[src/rtl/core/are_pkg.sv]
// ----------------------------------------------------------------------------
// are_pkg : shared types, constants and helpers for the adaptive Rice encoder
// Widths of the per-channel state, operation and kind codes, the zigzag map
// and the Rice width calculation.
// ----------------------------------------------------------------------------
package are_pkg;

  // Channel and sample geometry
  localparam int NUM_CH      = 8;
  localparam int CH_W        = 3;
  localparam int SAMPLE_W    = 16;
  localparam int SUM_W       = 28;
  localparam int MEAN_W      = 24;
  localparam int FRAC_W      = 8;
  localparam int KW          = 5;

  // Divisor range for the initial mean
  localparam int MAX_SAMPLES = 4096;
  localparam int DIV_W       = 13;
  localparam int CNT_W       = $clog2(SUM_W);

  // Configuration registers
  localparam int CNT_CFG_W   = 13;
  localparam int CHU_CFG_W   = 4;
  localparam int APB_AW      = 3;
  localparam int APB_DW      = 32;
  localparam logic REG_SAMPLE_COUNT = 1'b0;
  localparam logic REG_CH_IN_USE    = 1'b1;
  localparam logic [CNT_CFG_W-1:0] SAMPLE_COUNT_RST = CNT_CFG_W'(4096);
  localparam logic [CHU_CFG_W-1:0] CH_IN_USE_RST    = CHU_CFG_W'(2);

  // Mean update coefficients: (A*m + B*(u<<8) + RND) >> SHR
  localparam int MEAN_A   = 119;
  localparam int MEAN_B   = 9;
  localparam int MEAN_RND = 1 << 6;
  localparam int MEAN_SHR = 7;
  localparam int ACC_W    = 32;

  // Item operation codes
  typedef logic [1:0] op_t;
  localparam op_t OP_ACCUM  = 2'd0;
  localparam op_t OP_FINISH = 2'd1;
  localparam op_t OP_ENCODE = 2'd2;

  // Result kinds
  localparam logic KIND_HEADER = 1'b0;
  localparam logic KIND_RICE   = 1'b1;
  localparam logic [KW-1:0] HEADER_BITS = KW'(16);

  typedef logic [SAMPLE_W-1:0] uval_t;

  // Zigzag map: 2s for s >= 0, -2s-1 for s < 0
  function automatic uval_t zigzag(input logic signed [SAMPLE_W-1:0] s);
    zigzag = {s[SAMPLE_W-2:0], 1'b0} ^ {SAMPLE_W{s[SAMPLE_W-1]}};
  endfunction

  // Rice width k = ceil(log2(max(r,1))), r = ((m>>1) + half) >> FRAC_W
  function automatic logic [KW-1:0] rice_k(input logic [MEAN_W-1:0] m);
    logic [MEAN_W-1:0] rsum;
    logic [SAMPLE_W-1:0] r;
    logic [SAMPLE_W-1:0] rm1;
    logic [KW-1:0] k;
    rsum = MEAN_W'(m >> 1) + MEAN_W'(1 << (FRAC_W - 1));
    r    = rsum[MEAN_W-1:FRAC_W];
    rm1  = r - SAMPLE_W'(1);
    k    = '0;
    if (r > SAMPLE_W'(1)) begin
      for (int i = 0; i < SAMPLE_W; i++) begin
        if (rm1[i]) k = KW'(i + 1);
      end
    end
    rice_k = k;
  endfunction

endpackage

[src/rtl/core/adaptive_rice_encoder_unit.sv]
// ----------------------------------------------------------------------------
// adaptive_rice_encoder_unit : per-channel adaptive Rice encoder
// Channel sums and running means live in two small RAMs; each item reads its
// channel's entry, updates it and writes it back.
// ----------------------------------------------------------------------------
// The block takes one item at a time and takes no new item until the last
// one is written back. An accumulate or encode item passes through accept,
// RAM read, and update and write-back. A finish item also runs the channel
// sum through the bit-serial divider, 28 steps and a done flag, before its
// write-back. An item for an inactive channel, or with an unknown operation,
// is taken and dropped. Results sit in an output register, so a result may
// wait on the output while the next item is taken; an item that produces a
// result stalls in its write-back step only while the previous result is
// still unclaimed. State reads as zero after reset; no clearing pass.
// ----------------------------------------------------------------------------
module adaptive_rice_encoder_unit (
  input  logic        clk,
  input  logic        rst_n,
  // input items
  input  logic        in_tvalid,
  output logic        in_tready,
  input  logic [15:0] in_tdata,   // [15:0] sample
  input  logic [4:0]  in_tuser,   // [1:0] operation, [4:2] channel
  // result items
  output logic        out_tvalid,
  input  logic        out_tready,
  output logic [39:0] out_tdata,  // [15:0] zero_run, [31:16] payload,
                                  // [36:32] payload_bits, [39:37] zero
  output logic        out_tuser,  // [0] code_kind
  // configuration
  input  logic                             cfg_psel,
  input  logic                             cfg_penable,
  input  logic                             cfg_pwrite,
  input  logic [are_pkg::APB_AW-1:0]       cfg_paddr,
  input  logic [are_pkg::APB_DW-1:0]       cfg_pwdata,
  output logic [are_pkg::APB_DW-1:0]       cfg_prdata,
  output logic                             cfg_pready
);
  import are_pkg::*;

  // Sequencer states
  localparam logic [1:0] S_IDLE = 2'd0;
  localparam logic [1:0] S_READ = 2'd1;
  localparam logic [1:0] S_DIV  = 2'd2;
  localparam logic [1:0] S_EXEC = 2'd3;

  logic [1:0]           state_r, state_nxt;
  op_t                  op_r;
  logic [CH_W-1:0]      ch_r;
  uval_t                u_r;
  logic [CNT_CFG_W-1:0] sample_count_r;
  logic [CHU_CFG_W-1:0] ch_in_use_r;
  logic [NUM_CH-1:0]    sum_vld_r, sum_vld_nxt;
  logic [NUM_CH-1:0]    mean_vld_r, mean_vld_nxt;

  logic                 out_valid_r, out_valid_nxt;
  logic                 out_kind_r;
  logic [SAMPLE_W-1:0]  out_run_r, out_pay_r;
  logic [KW-1:0]        out_bits_r;
  logic                 out_load;

  // Input decode
  op_t                  in_op;
  logic [CH_W-1:0]      in_ch;
  logic                 in_accept;
  logic                 in_active;

  assign in_op     = in_tuser[1:0];
  assign in_ch     = in_tuser[4:2];
  assign in_tready = (state_r == S_IDLE);
  assign in_accept = in_tvalid && in_tready;
  assign in_active = ({1'b0, in_ch} < ch_in_use_r) &&
                     (in_op == OP_ACCUM || in_op == OP_FINISH || in_op == OP_ENCODE);

  // State RAMs
  logic                 sum_we, mean_we;
  logic [SUM_W-1:0]     sum_wdata, sum_q, sum_val;
  logic [MEAN_W-1:0]    mean_wdata, mean_q, mean_val;
  logic                 rd_en;

  assign rd_en = in_accept && in_active;

  are_ram #(.WIDTH(SUM_W), .DEPTH(NUM_CH)) u_sum_ram (
    .clk   (clk),
    .we    (sum_we),
    .waddr (ch_r),
    .wdata (sum_wdata),
    .re    (rd_en),
    .raddr (in_ch),
    .rdata (sum_q)
  );

  are_ram #(.WIDTH(MEAN_W), .DEPTH(NUM_CH)) u_mean_ram (
    .clk   (clk),
    .we    (mean_we),
    .waddr (ch_r),
    .wdata (mean_wdata),
    .re    (rd_en),
    .raddr (in_ch),
    .rdata (mean_q)
  );

  // Entries never written read as zero
  assign sum_val  = sum_vld_r[ch_r]  ? sum_q  : '0;
  assign mean_val = mean_vld_r[ch_r] ? mean_q : '0;

  // Divider for the initial mean, divisor clamped to 1..MAX_SAMPLES
  logic                 div_start, div_done;
  logic [SUM_W-1:0]     div_quot;
  logic [DIV_W-1:0]     divisor;
  logic [SAMPLE_W-1:0]  hdr_mean;

  always_comb begin
    if (sample_count_r == '0) begin
      divisor = DIV_W'(1);
    end else if (sample_count_r > CNT_CFG_W'(MAX_SAMPLES)) begin
      divisor = DIV_W'(MAX_SAMPLES);
    end else begin
      divisor = DIV_W'(sample_count_r);
    end
  end

  assign div_start = (state_r == S_READ) && (op_r == OP_FINISH);

  are_divider u_div (
    .clk      (clk),
    .rst_n    (rst_n),
    .start    (div_start),
    .dividend (sum_val),
    .divisor  (divisor),
    .done     (div_done),
    .quotient (div_quot)
  );

  assign hdr_mean = (|div_quot[SUM_W-1:SAMPLE_W]) ? '1 : div_quot[SAMPLE_W-1:0];

  // Rice code and mean update for an encode item, sum update for an accumulate item
  logic [KW-1:0]        k;
  logic [SAMPLE_W-1:0]  rice_mask;
  logic [ACC_W-1:0]     mean_acc;
  logic [SUM_W-1:0]     sum_add;

  assign k         = rice_k(mean_val);
  assign rice_mask = ~(SAMPLE_W'('1) << k);
  assign mean_acc  = ACC_W'(mean_val) * ACC_W'(MEAN_A)
                   + ACC_W'({u_r, {FRAC_W{1'b0}}}) * ACC_W'(MEAN_B)
                   + ACC_W'(MEAN_RND);
  assign sum_add   = sum_val + SUM_W'(u_r);

  // Sequencer and write-back
  logic exec_go;

  assign exec_go = (state_r == S_EXEC) &&
                   ((op_r == OP_ACCUM) || !out_valid_r || out_tready);

  always_comb begin
    state_nxt    = state_r;
    sum_we       = 1'b0;
    mean_we      = 1'b0;
    sum_wdata    = sum_add;
    mean_wdata   = mean_acc[MEAN_SHR +: MEAN_W];
    out_load     = 1'b0;
    sum_vld_nxt  = sum_vld_r;
    mean_vld_nxt = mean_vld_r;
    unique case (state_r)
      S_IDLE: begin
        if (in_accept && in_active) state_nxt = S_READ;
      end
      S_READ: begin
        state_nxt = (op_r == OP_FINISH) ? S_DIV : S_EXEC;
      end
      S_DIV: begin
        if (div_done) state_nxt = S_EXEC;
      end
      S_EXEC: begin
        if (exec_go) begin
          state_nxt = S_IDLE;
          case (op_r)
            OP_ACCUM: begin
              sum_we            = 1'b1;
              sum_vld_nxt[ch_r] = 1'b1;
            end
            OP_FINISH: begin
              sum_we             = 1'b1;
              sum_wdata          = '0;
              mean_we            = 1'b1;
              mean_wdata         = {hdr_mean, {FRAC_W{1'b0}}};
              sum_vld_nxt[ch_r]  = 1'b1;
              mean_vld_nxt[ch_r] = 1'b1;
              out_load           = 1'b1;
            end
            default: begin
              mean_we            = 1'b1;
              mean_vld_nxt[ch_r] = 1'b1;
              out_load           = 1'b1;
            end
          endcase
        end
      end
      default: state_nxt = S_IDLE;
    endcase
  end

  // Output register handshake
  always_comb begin
    out_valid_nxt = out_valid_r;
    if (out_tready) out_valid_nxt = 1'b0;
    if (out_load)   out_valid_nxt = 1'b1;
  end

  // Configuration writes
  logic cfg_wr;
  assign cfg_wr     = cfg_psel && cfg_penable && cfg_pwrite && cfg_pready;
  assign cfg_pready = 1'b1;

  always_comb begin
    unique case (cfg_paddr[2])
      REG_SAMPLE_COUNT: cfg_prdata = APB_DW'(sample_count_r);
      REG_CH_IN_USE:    cfg_prdata = APB_DW'(ch_in_use_r);
      default:          cfg_prdata = '0;
    endcase
  end

  // Control registers
  always_ff @(posedge clk) begin
    if (!rst_n) begin
      state_r        <= S_IDLE;
      sum_vld_r      <= '0;
      mean_vld_r     <= '0;
      out_valid_r    <= 1'b0;
      sample_count_r <= SAMPLE_COUNT_RST;
      ch_in_use_r    <= CH_IN_USE_RST;
    end else begin
      state_r     <= state_nxt;
      sum_vld_r   <= sum_vld_nxt;
      mean_vld_r  <= mean_vld_nxt;
      out_valid_r <= out_valid_nxt;
      if (cfg_wr) begin
        if (cfg_paddr[2] == REG_SAMPLE_COUNT) begin
          sample_count_r <= cfg_pwdata[CNT_CFG_W-1:0];
        end else begin
          ch_in_use_r <= cfg_pwdata[CHU_CFG_W-1:0];
        end
      end
    end
  end

  // Item and result payload registers
  always_ff @(posedge clk) begin
    if (in_accept) begin
      op_r <= in_op;
      ch_r <= in_ch;
      u_r  <= zigzag(in_tdata);
    end
    if (out_load) begin
      if (op_r == OP_FINISH) begin
        out_kind_r <= KIND_HEADER;
        out_run_r  <= '0;
        out_pay_r  <= hdr_mean;
        out_bits_r <= HEADER_BITS;
      end else begin
        out_kind_r <= KIND_RICE;
        out_run_r  <= SAMPLE_W'(u_r >> k);
        out_pay_r  <= u_r & rice_mask;
        out_bits_r <= k;
      end
    end
  end

  assign out_tvalid = out_valid_r;
  assign out_tuser  = out_kind_r;
  assign out_tdata  = {3'b000, out_bits_r, out_pay_r, out_run_r};

endmodule

[src/rtl/core/are_ram.sv]
// ----------------------------------------------------------------------------
// are_ram : generic single-write, single-read RAM
// One write port and one read port; read data is registered.
// ----------------------------------------------------------------------------
module are_ram #(
  parameter int WIDTH = 8,
  parameter int DEPTH = 8,
  localparam int AW   = (DEPTH > 1) ? $clog2(DEPTH) : 1
) (
  input  logic             clk,
  input  logic             we,
  input  logic [AW-1:0]    waddr,
  input  logic [WIDTH-1:0] wdata,
  input  logic             re,
  input  logic [AW-1:0]    raddr,
  output logic [WIDTH-1:0] rdata
);

  logic [WIDTH-1:0] mem [DEPTH];
  logic [WIDTH-1:0] rdata_r;

  always_ff @(posedge clk) begin
    if (we) mem[waddr] <= wdata;
    if (re) rdata_r <= mem[raddr];
  end

  assign rdata = rdata_r;

endmodule

[src/rtl/core/are_divider.sv]
// ----------------------------------------------------------------------------
// are_divider : restoring divider for the initial channel mean
// Divides the 28-bit channel sum by the 13-bit sample count, one quotient bit
// per cycle. done pulses for one cycle; the quotient then holds until the
// next start.
// ----------------------------------------------------------------------------
module are_divider (
  input  logic                      clk,
  input  logic                      rst_n,
  input  logic                      start,
  input  logic [are_pkg::SUM_W-1:0] dividend,
  input  logic [are_pkg::DIV_W-1:0] divisor,
  output logic                      done,
  output logic [are_pkg::SUM_W-1:0] quotient
);
  import are_pkg::*;

  logic [SUM_W-1:0] quot_r, quot_nxt;
  logic [DIV_W-1:0] rem_r, rem_nxt;
  logic [DIV_W-1:0] dvs_r;
  logic [CNT_W-1:0] cnt_r, cnt_nxt;
  logic             busy_r, busy_nxt;
  logic             done_r, done_nxt;
  logic [DIV_W:0]   rem_sh;
  logic [DIV_W:0]   rem_sub;

  // One restoring step: shift in the next dividend bit, try to subtract
  assign rem_sh  = {rem_r, quot_r[SUM_W-1]};
  assign rem_sub = rem_sh - {1'b0, dvs_r};

  always_comb begin
    quot_nxt = quot_r;
    rem_nxt  = rem_r;
    cnt_nxt  = cnt_r;
    busy_nxt = busy_r;
    done_nxt = 1'b0;
    if (start) begin
      quot_nxt = dividend;
      rem_nxt  = '0;
      cnt_nxt  = CNT_W'(SUM_W - 1);
      busy_nxt = 1'b1;
    end else if (busy_r) begin
      if (rem_sh >= {1'b0, dvs_r}) begin
        rem_nxt  = rem_sub[DIV_W-1:0];
        quot_nxt = {quot_r[SUM_W-2:0], 1'b1};
      end else begin
        rem_nxt  = rem_sh[DIV_W-1:0];
        quot_nxt = {quot_r[SUM_W-2:0], 1'b0};
      end
      cnt_nxt = cnt_r - CNT_W'(1);
      if (cnt_r == '0) begin
        busy_nxt = 1'b0;
        done_nxt = 1'b1;
      end
    end
  end

  always_ff @(posedge clk) begin
    if (!rst_n) begin
      busy_r <= 1'b0;
      done_r <= 1'b0;
      cnt_r  <= '0;
    end else begin
      busy_r <= busy_nxt;
      done_r <= done_nxt;
      cnt_r  <= cnt_nxt;
    end
  end

  // Datapath, no reset needed
  always_ff @(posedge clk) begin
    quot_r <= quot_nxt;
    rem_r  <= rem_nxt;
    if (start) dvs_r <= divisor;
  end

  assign done     = done_r;
  assign quotient = quot_r;

endmodule
[config.mk]
export PLATFORM = sky130hd
export DESIGN_NAME = adaptive_rice_encoder_unit
export DESIGN_NICKNAME = d
export VERILOG_FILES = /design/src/rtl/core/are_pkg.sv /design/src/rtl/core/adaptive_rice_encoder_unit.sv /design/src/rtl/core/are_ram.sv /design/src/rtl/core/are_divider.sv
export SDC_FILE = /design/constraint.sdc
export NUM_CORES = 1
export LEC_CHECK = 0
export CELL_PAD_IN_SITES_DETAIL_PLACEMENT = 1
export CELL_PAD_IN_SITES_GLOBAL_PLACEMENT = 2
export CORE_UTILIZATION = 46
export CTS_CLUSTER_SIZE = 12
export DETAILED_ROUTE_END_ITERATION = 10
export DONT_BUFFER_PORTS = 1
export GPL_ROUTABILITY_DRIVEN = 0
export GPL_TIMING_DRIVEN = 0
export HOLD_SLACK_MARGIN = 0.05
export PLACE_DENSITY_LB_ADDON = 0.15
export SETUP_SLACK_MARGIN = 0.15
export SYNTH_ARGS = -nofsm -noshare
export SYNTH_HDL_FRONTEND = slang
export SYNTH_SLANG_ARGS = --single-unit
[constraint.sdc]
create_clock -name clk -period 7.5 [get_ports clk]
set_clock_uncertainty 0.2 [all_clocks]
set_input_delay 1.5 -clock clk [delete_from_list [all_inputs] [get_ports clk]]
set_output_delay 1.5 -clock clk [all_outputs]
set_load 0.05 [all_outputs]
# Yosys cells after proc, flatten, opt, wreduce, memory -nomap -nowiden
# Memory sizes are Yosys's and may differ from the RTL's. A register that Yosys moved wholly into a read port is not among the register bits.
# Index checks and enable logic that the tools add are counted.
# classes
n_addsub	7
n_mul	2
order_cmp	6
eq_ne	9
shift	2
n_mux	63
bitwise_logic	9
n_reduce_logical	30
# op_table
cell	n
28-bit 2-to-1 mux	6
24-bit 2-to-1 mux	4
5-bit 2-to-1 mux	18
32-bit one-hot mux with 2 select lines	1
16-bit 2-to-1 mux	2
31-bit by 28-bit adder with 31-bit output	1
31-bit by 7-bit adder with 31-bit output, second input constant	1
24-bit by 7-bit multiplier with 31-bit output, second input constant	1
28-bit by 16-bit adder with 28-bit output	1
13-bit 2-to-1 mux	2
23-bit by 8-bit adder with 24-bit output, second input constant	1
1-bit 2-to-1 mux	23
16-bit by 4-bit multiplier with 20-bit output, second input constant	1
16-bit AND	1
16-bit by 1-bit > comparator with 1-bit output, second input constant	1
16-bit inverter	1
8-bit OR	2
16-bit by 5-bit left shift with 16-bit output, first input constant	1
16-bit by 5-bit >> shifter with 16-bit output	1
16-bit by 1-bit subtractor with 16-bit output, second input constant	1
16-bit XOR	1
14-bit by 13-bit greater-or-equal comparator with 1-bit output	1
13-bit > comparator, second input constant	1
13-bit zero test	1
other kinds (25)	54
# totals
ff_bits	156
ramBits	416
in_bits	63
word_cells	151
mem_count	2
# memory_table
name	depth	word_bits	read_ports	rd_ports_with_merged_regs	write_ports	line_no	rtl
u_sum_ram.mem	8	28	1	1	1	are_ram.sv:19	logic [WIDTH-1:0] mem [DEPTH];
u_mean_ram.mem	8	24	1	1	1	are_ram.sv:19	

# Logic depth before layout (Yosys ltp)
# depth
word_depth	26
ltp_mapped	31

# Cells and area by module
# From an unflattened synthesis, not the netlist that was laid out.
# hier_totals
cells_unflattened	2480
hier_area_um2	33583.5
# by_module_without_submodules
mod	instances	cells_each	area_each_um2
adaptive_rice_encoder_unit	1	1526	13005.0
are_ram at u_sum_ram	1	364	9322.7
are_ram at u_mean_ram	1	314	8037.7
are_divider	1	276	3218.1

# Worst setup path before layout
# No wires, ideal clock.
# synth_path
path_type	register to register
from	reg ch_r[0]
to	mem u_mean_ram.mem[0][22] in the netlist's numbering (data pin)
setup_ns	0.278
arrival_ns	6.425
required_ns	7.022
slack_ns	0.597
stages_incl_launch_ff	25
n_path_buf	3
period_less_slack_ns	6.903
cell_sequence	edfxtp_1 > mux4_2 > mux2_2 > clkbuf_1 > clkbuf_1 > clkbuf_1 > nand2_1 > inv_1 > ha_1 > inv_1 > fa_1 > fa_1 > fa_1 > inv_1 > ha_1 > a21o_1 > a21o_1 > a21o_1 > a21oi_1 > o21ai_0 > a41oi_1 > o31ai_1 > a41o_1 > o21a_1 > o31ai_1
# synth_between
elab_chain_len	9
# synth_rtl
item	line_no	rtl
start, declared	adaptive_rice_encoder_unit.sv:49	logic [CH_W-1:0] ch_r;
start signal, assigned	adaptive_rice_encoder_unit.sv:252	ch_r <= in_ch;
1-bit binary-select mux with 3-bit select *	adaptive_rice_encoder_unit.sv:105	assign mean_val = mean_vld_r[ch_r] ? mean_q : '0;
1-bit 2-to-1 mux (implied by the code) *	adaptive_rice_encoder_unit.sv:105	
24-bit 2-to-1 mux *	adaptive_rice_encoder_unit.sv:105	
24-bit by 7-bit multiplier with 31-bit output *	adaptive_rice_encoder_unit.sv:145	assign mean_acc = ACC_W'(mean_val) * ACC_W'(MEAN_A)
31-bit by 28-bit adder with 31-bit output *	adaptive_rice_encoder_unit.sv:146	+ ACC_W'({u_r, {FRAC_W{1'b0}}}) * ACC_W'(MEAN_B)
31-bit by 7-bit adder with 31-bit output *	adaptive_rice_encoder_unit.sv:147	+ ACC_W'(MEAN_RND);
24-bit 2-to-1 mux	adaptive_rice_encoder_unit.sv:178	case (op_r)
24-bit 2-to-1 mux	adaptive_rice_encoder_unit.sv:176	if (exec_go) begin
24-bit 2-to-1 mux *	adaptive_rice_encoder_unit.sv:165	unique case (state_r)
net mean_wdata[22]	adaptive_rice_encoder_unit.sv:78	logic [MEAN_W-1:0] mean_wdata, mean_q, mean_val;
end, declared	are_ram.sv:19	
# The timed path passes the listed nets; every way through them passes the cells marked *. The select of a mux whose other input is x is not followed.

# Worst setup path in the final report
# layout_path
from	reg ch_r[0]
to	mem u_mean_ram.mem[2][23] in the netlist's numbering (data pin)
# The elaborated chain is that of the path after synthesis.

==> flow_summary.ini <==
[status]
status = finished clean

[clock_tree]
insertion_delay_ps = 610
cts_tree = yes
clk_pin_slew_ps = 60
clockRootBuffer = clkbuf_16
clkSinkCount = 624
cts_hold_buf = 0
cts_buffer_depth = 3
numCtsBuffers = 67
cts_max_level = 3

[global_route]
grt_overflow_total = 0
top_usage_layer = met2
grt_pass1_wl_mm = 138.5
use_met3_pct = 3.215
met2_usage_pct = 44.61
track_usage_pct = 25.52
grt_util_met1_pct = 31.95
grt_max_degree = 53
grt_antenna_before_repair = 4
grt_pass1_vias = 22080

[yosys]
synth_top_area_share_pct = 51.80
yosys-top-cells-area = edfxtp_1 (52%), mux4_2 (7.3%), fa_1 (5.7%), ha_1 (5.2%), dfxtp_1 (3.4%)
synth_edf_count = 568
yosysTopAreaCell = edfxtp_1
ys_warn_count = 0
syn-cell-area_um2 = 32930
postSynth.asyncResetShare_pct = 0
synth_ff_type = edfxtp_1
ys_ff_latch = 624
ys_types = 89
syn_area_per_cell_um2 = 13.48
syn_inst = 2443
yosysSeqAreaShare_pct = 55.21

[placed_design]
place_hpwl_mm = 66.53
place_ws_ps = -2170
place_inst = 3436
io_buffers = 0

[setup_path]
worstPathArrival_ps = 7410
path_common_cell = fa_1
slowest_delay_ps = 600
rr_endpoint = u_mean_ram.mem[2][23]
worst_setup_path_end_kind = flip-flop
worstSetupStartpointType = flip-flop
regToRegStartpoint = ch_r[0]
reg2reg_depth = 24
crit_fanout = 10
r2r_slack_ps = 240
path_cells = mux4_2 > mux2_4 > clkbuf_8 > clkbuf_4 > and2_1 > ha_1 > a31oi_1 > fa_1 > fa_1 > fa_1 > inv_1 > ha_1 > o2111a_1 > nand3_1 > o32ai_4 > a41oi_2 > buf_6 > o31ai_4 > a41o_1 > o21a_1 > nor2_2 > xnor2_2 > o21ai_4 > buf_12
cp.buffers_inverters = 5
required_ps = 7650
critPathTopFamily = adder cells
crit_slowest_cell = fa_1
crit_type = reg -> reg

[power]
vdd_drop_max_mv = 0.2018
cellLeakagePower_nw = 13.38
power.density_nw_per_um2 = 264.7
total_power_mw = 9.865

[min_path]
worstHoldPathType = reg -> reg
hold_end = sum_vld_r[7]
hp-start = sum_vld_r[7]
min_path_cells = 1

[cells_and_area]
syn2layout_area_growth_pct = 13.17
final_core_util_pct = 52.94
finalNetCount = 2893
layoutNonFillerInstCount = 3578
drive_gt1_share_pct = 17.67

[timing]
fin_crit_sh_pct = 96.81
tns_ps = 0
period_needed_ps = 7261
drv_slew = 0
rsz0062_at_grt = no
setup_viol_count_final = 0
max_slew_margin_pct = 11.75
hold_viol_final = 0
layout_setup_ws_ps = 239.2
tightestPinTransition_ps = 1324
fmaxAchievable_mhz = 137.7

[floorplanning]
die_h_um = 269.5
initial_core_util_pct = 46.78
die_area_um2 = 72650
design.core.area_um2 = 70390
rows = 97
die_w_um = 269.5
io_pins = 139

[drt]
remaining_drc_errors = 0
vias_per_cell = 5.708
dr_total_vias = 20420
routedWlPerCell_um = 25.86
drt_iter0_drc = 1397
dr.pass1.iters = 5
antenna_left = 0
wl_mm = 92.53

[flow_run]
maxCapViolCount = 0
worst register-to-register path, stage by stage (launching register included):
cell	delay (ps)
edfxtp_1	430
mux4_2	560
mux2_4	330
clkbuf_8	210
clkbuf_4	230
and2_1	230
ha_1	340
a31oi_1	200
fa_1	470
fa_1	520
fa_1	600
inv_1	60
ha_1	340
o2111a_1	210
nand3_1	140
o32ai_4	290
a41oi_2	170
buf_6	160
o31ai_4	250
a41o_1	260
o21a_1	200
nor2_2	70
xnor2_2	240
o21ai_4	110
buf_12	190
worst max-delay path by stage:
stage | from | endpoint | slack, ps | depth (start not counted)
2_1_floorplan | ch_r[0] | u_mean_ram.mem[0][22] | 600 | 24
3_3_place_gp | ch_r[2] | u_mean_ram.mem[6][22] | -2130 | 25
3_5_place_dp | ch_r[2] | u_mean_ram.mem[6][22] | -2170 | 25
4_1_cts | ch_r[0] | u_mean_ram.mem[7][23] | 160 | 25
5_1_grt | u_r[2] | u_mean_ram.mem[2][23] | 50 | 29
6_report | ch_r[0] | u_mean_ram.mem[2][23] | 240 | 24
state kept, by name (all words and copies together), names as in the netlist, 13 cells and up:
| name | flops |
|---|---|
| u_div.dvs_r | 13 |
| u_r | 16 |
| sample_count_r | 13 |
| u_div.quotient | 28 |
| out_pay_r | 16 |
| u_sum_ram.mem | 224 |
| u_div.rem_r | 13 |
| u_mean_ram.rdata | 24 |
| out_run_r | 16 |
| u_mean_ram.mem | 192 |
| u_sum_ram.rdata | 28 |
cell usage in the layout, fill, tap and decap left out, types with 10 or more instances in the layout:
cell / n
nand4_1: 18
clkbuf_1: 83
xnor2_1: 60
dfxtp_1: 56
a21oi_1: 69
nor3_1: 27
nor2_1: 112
buf_6: 21
or2_2: 13
nand2b_1: 12
nor2b_1: 39
mux4_2: 106
clkbuf_16: 67
mux2_2: 84
inv_1: 221
buf_1: 15
a211oi_1: 10
o21a_1: 26
mux2i_1: 31
clkinv_1: 10
edfxtp_1: 568
a31oi_1: 13
and3_1: 13
buf_4: 62
nand2_1: 163
o211ai_1: 18
nand3_1: 30
a21boi_0: 23
and2_1: 41
fa_1: 94
ha_1: 137
o21ai_0: 79
xor2_1: 53
conb_1: 23
a21o_1: 21
kinds of logic after synthesis:
group,synth area share [%]
flip-flops,55.21
AO/OA/AOI/OAI,6.905
AND/OR/NAND/NOR,8.204
adder cells (fa/ha/maj),10.98
XOR/XNOR,3.135
multiplexers,11.16
other,0.02281
buffers and inverters,4.381
metrics by stage:
stage	area, um^2	hold slack (ps)
final	37260	269.9
after global routing	37260	284.9
after CTS	37080	272.1
after detailed placement	34750	258.1
after global placement	34180	242.4
after floorplan	33010	235.4
layer usage:
layer / vias to the layer above / share of wire (%)
li1: 9166 / -
met1: 10650 / 41
met2: 459 / 51
met3: 149 / 3.9
met4: 4 / 3.8
met5: - / 0.024
power by group:
part / switching (mW) / internal (mW)
clock network: 1.33 / 1.71
registers: 0.178 / 4.26
logic: 1.54 / 0.837
timing repair:
| item | in CTS | in global routing |
|---|---|---|
| pin swaps | 6 | 10 |
| buffers inserted | 22 | 11 |
| setup endpoints to repair | 207 | 96 |
| gates resized for setup | 50 | 27 |
synthesized netlist by cell type (all sizes together) (26+ instances only):
cell type and count:
edfxtp 568, inv 226, nand2 166, ha 137, nor2 123, mux4 106
fa 94, o21ai 93, mux2 86, a21oi 78, clkbuf 71, xnor2 62
dfxtp 56, xor2 55, buf 54, and2 45, nor2b 39, nor3 38
mux2i 32, nand3 30, a21boi 28, o21a 26
area by class of cell:
type,count,area [um^2]
flip-flops and latches,624,18180
multi-input cells,1489,13720
clock inverters,21,190.2
diodes,1,2.502
clock buffers,86,1748
repair buffers,66,767.0
well taps,940,1176
plain buffers,125,635.6
fillers,7024,33130
inverters,226,850.8
Power figures use the tool's default switching activity.
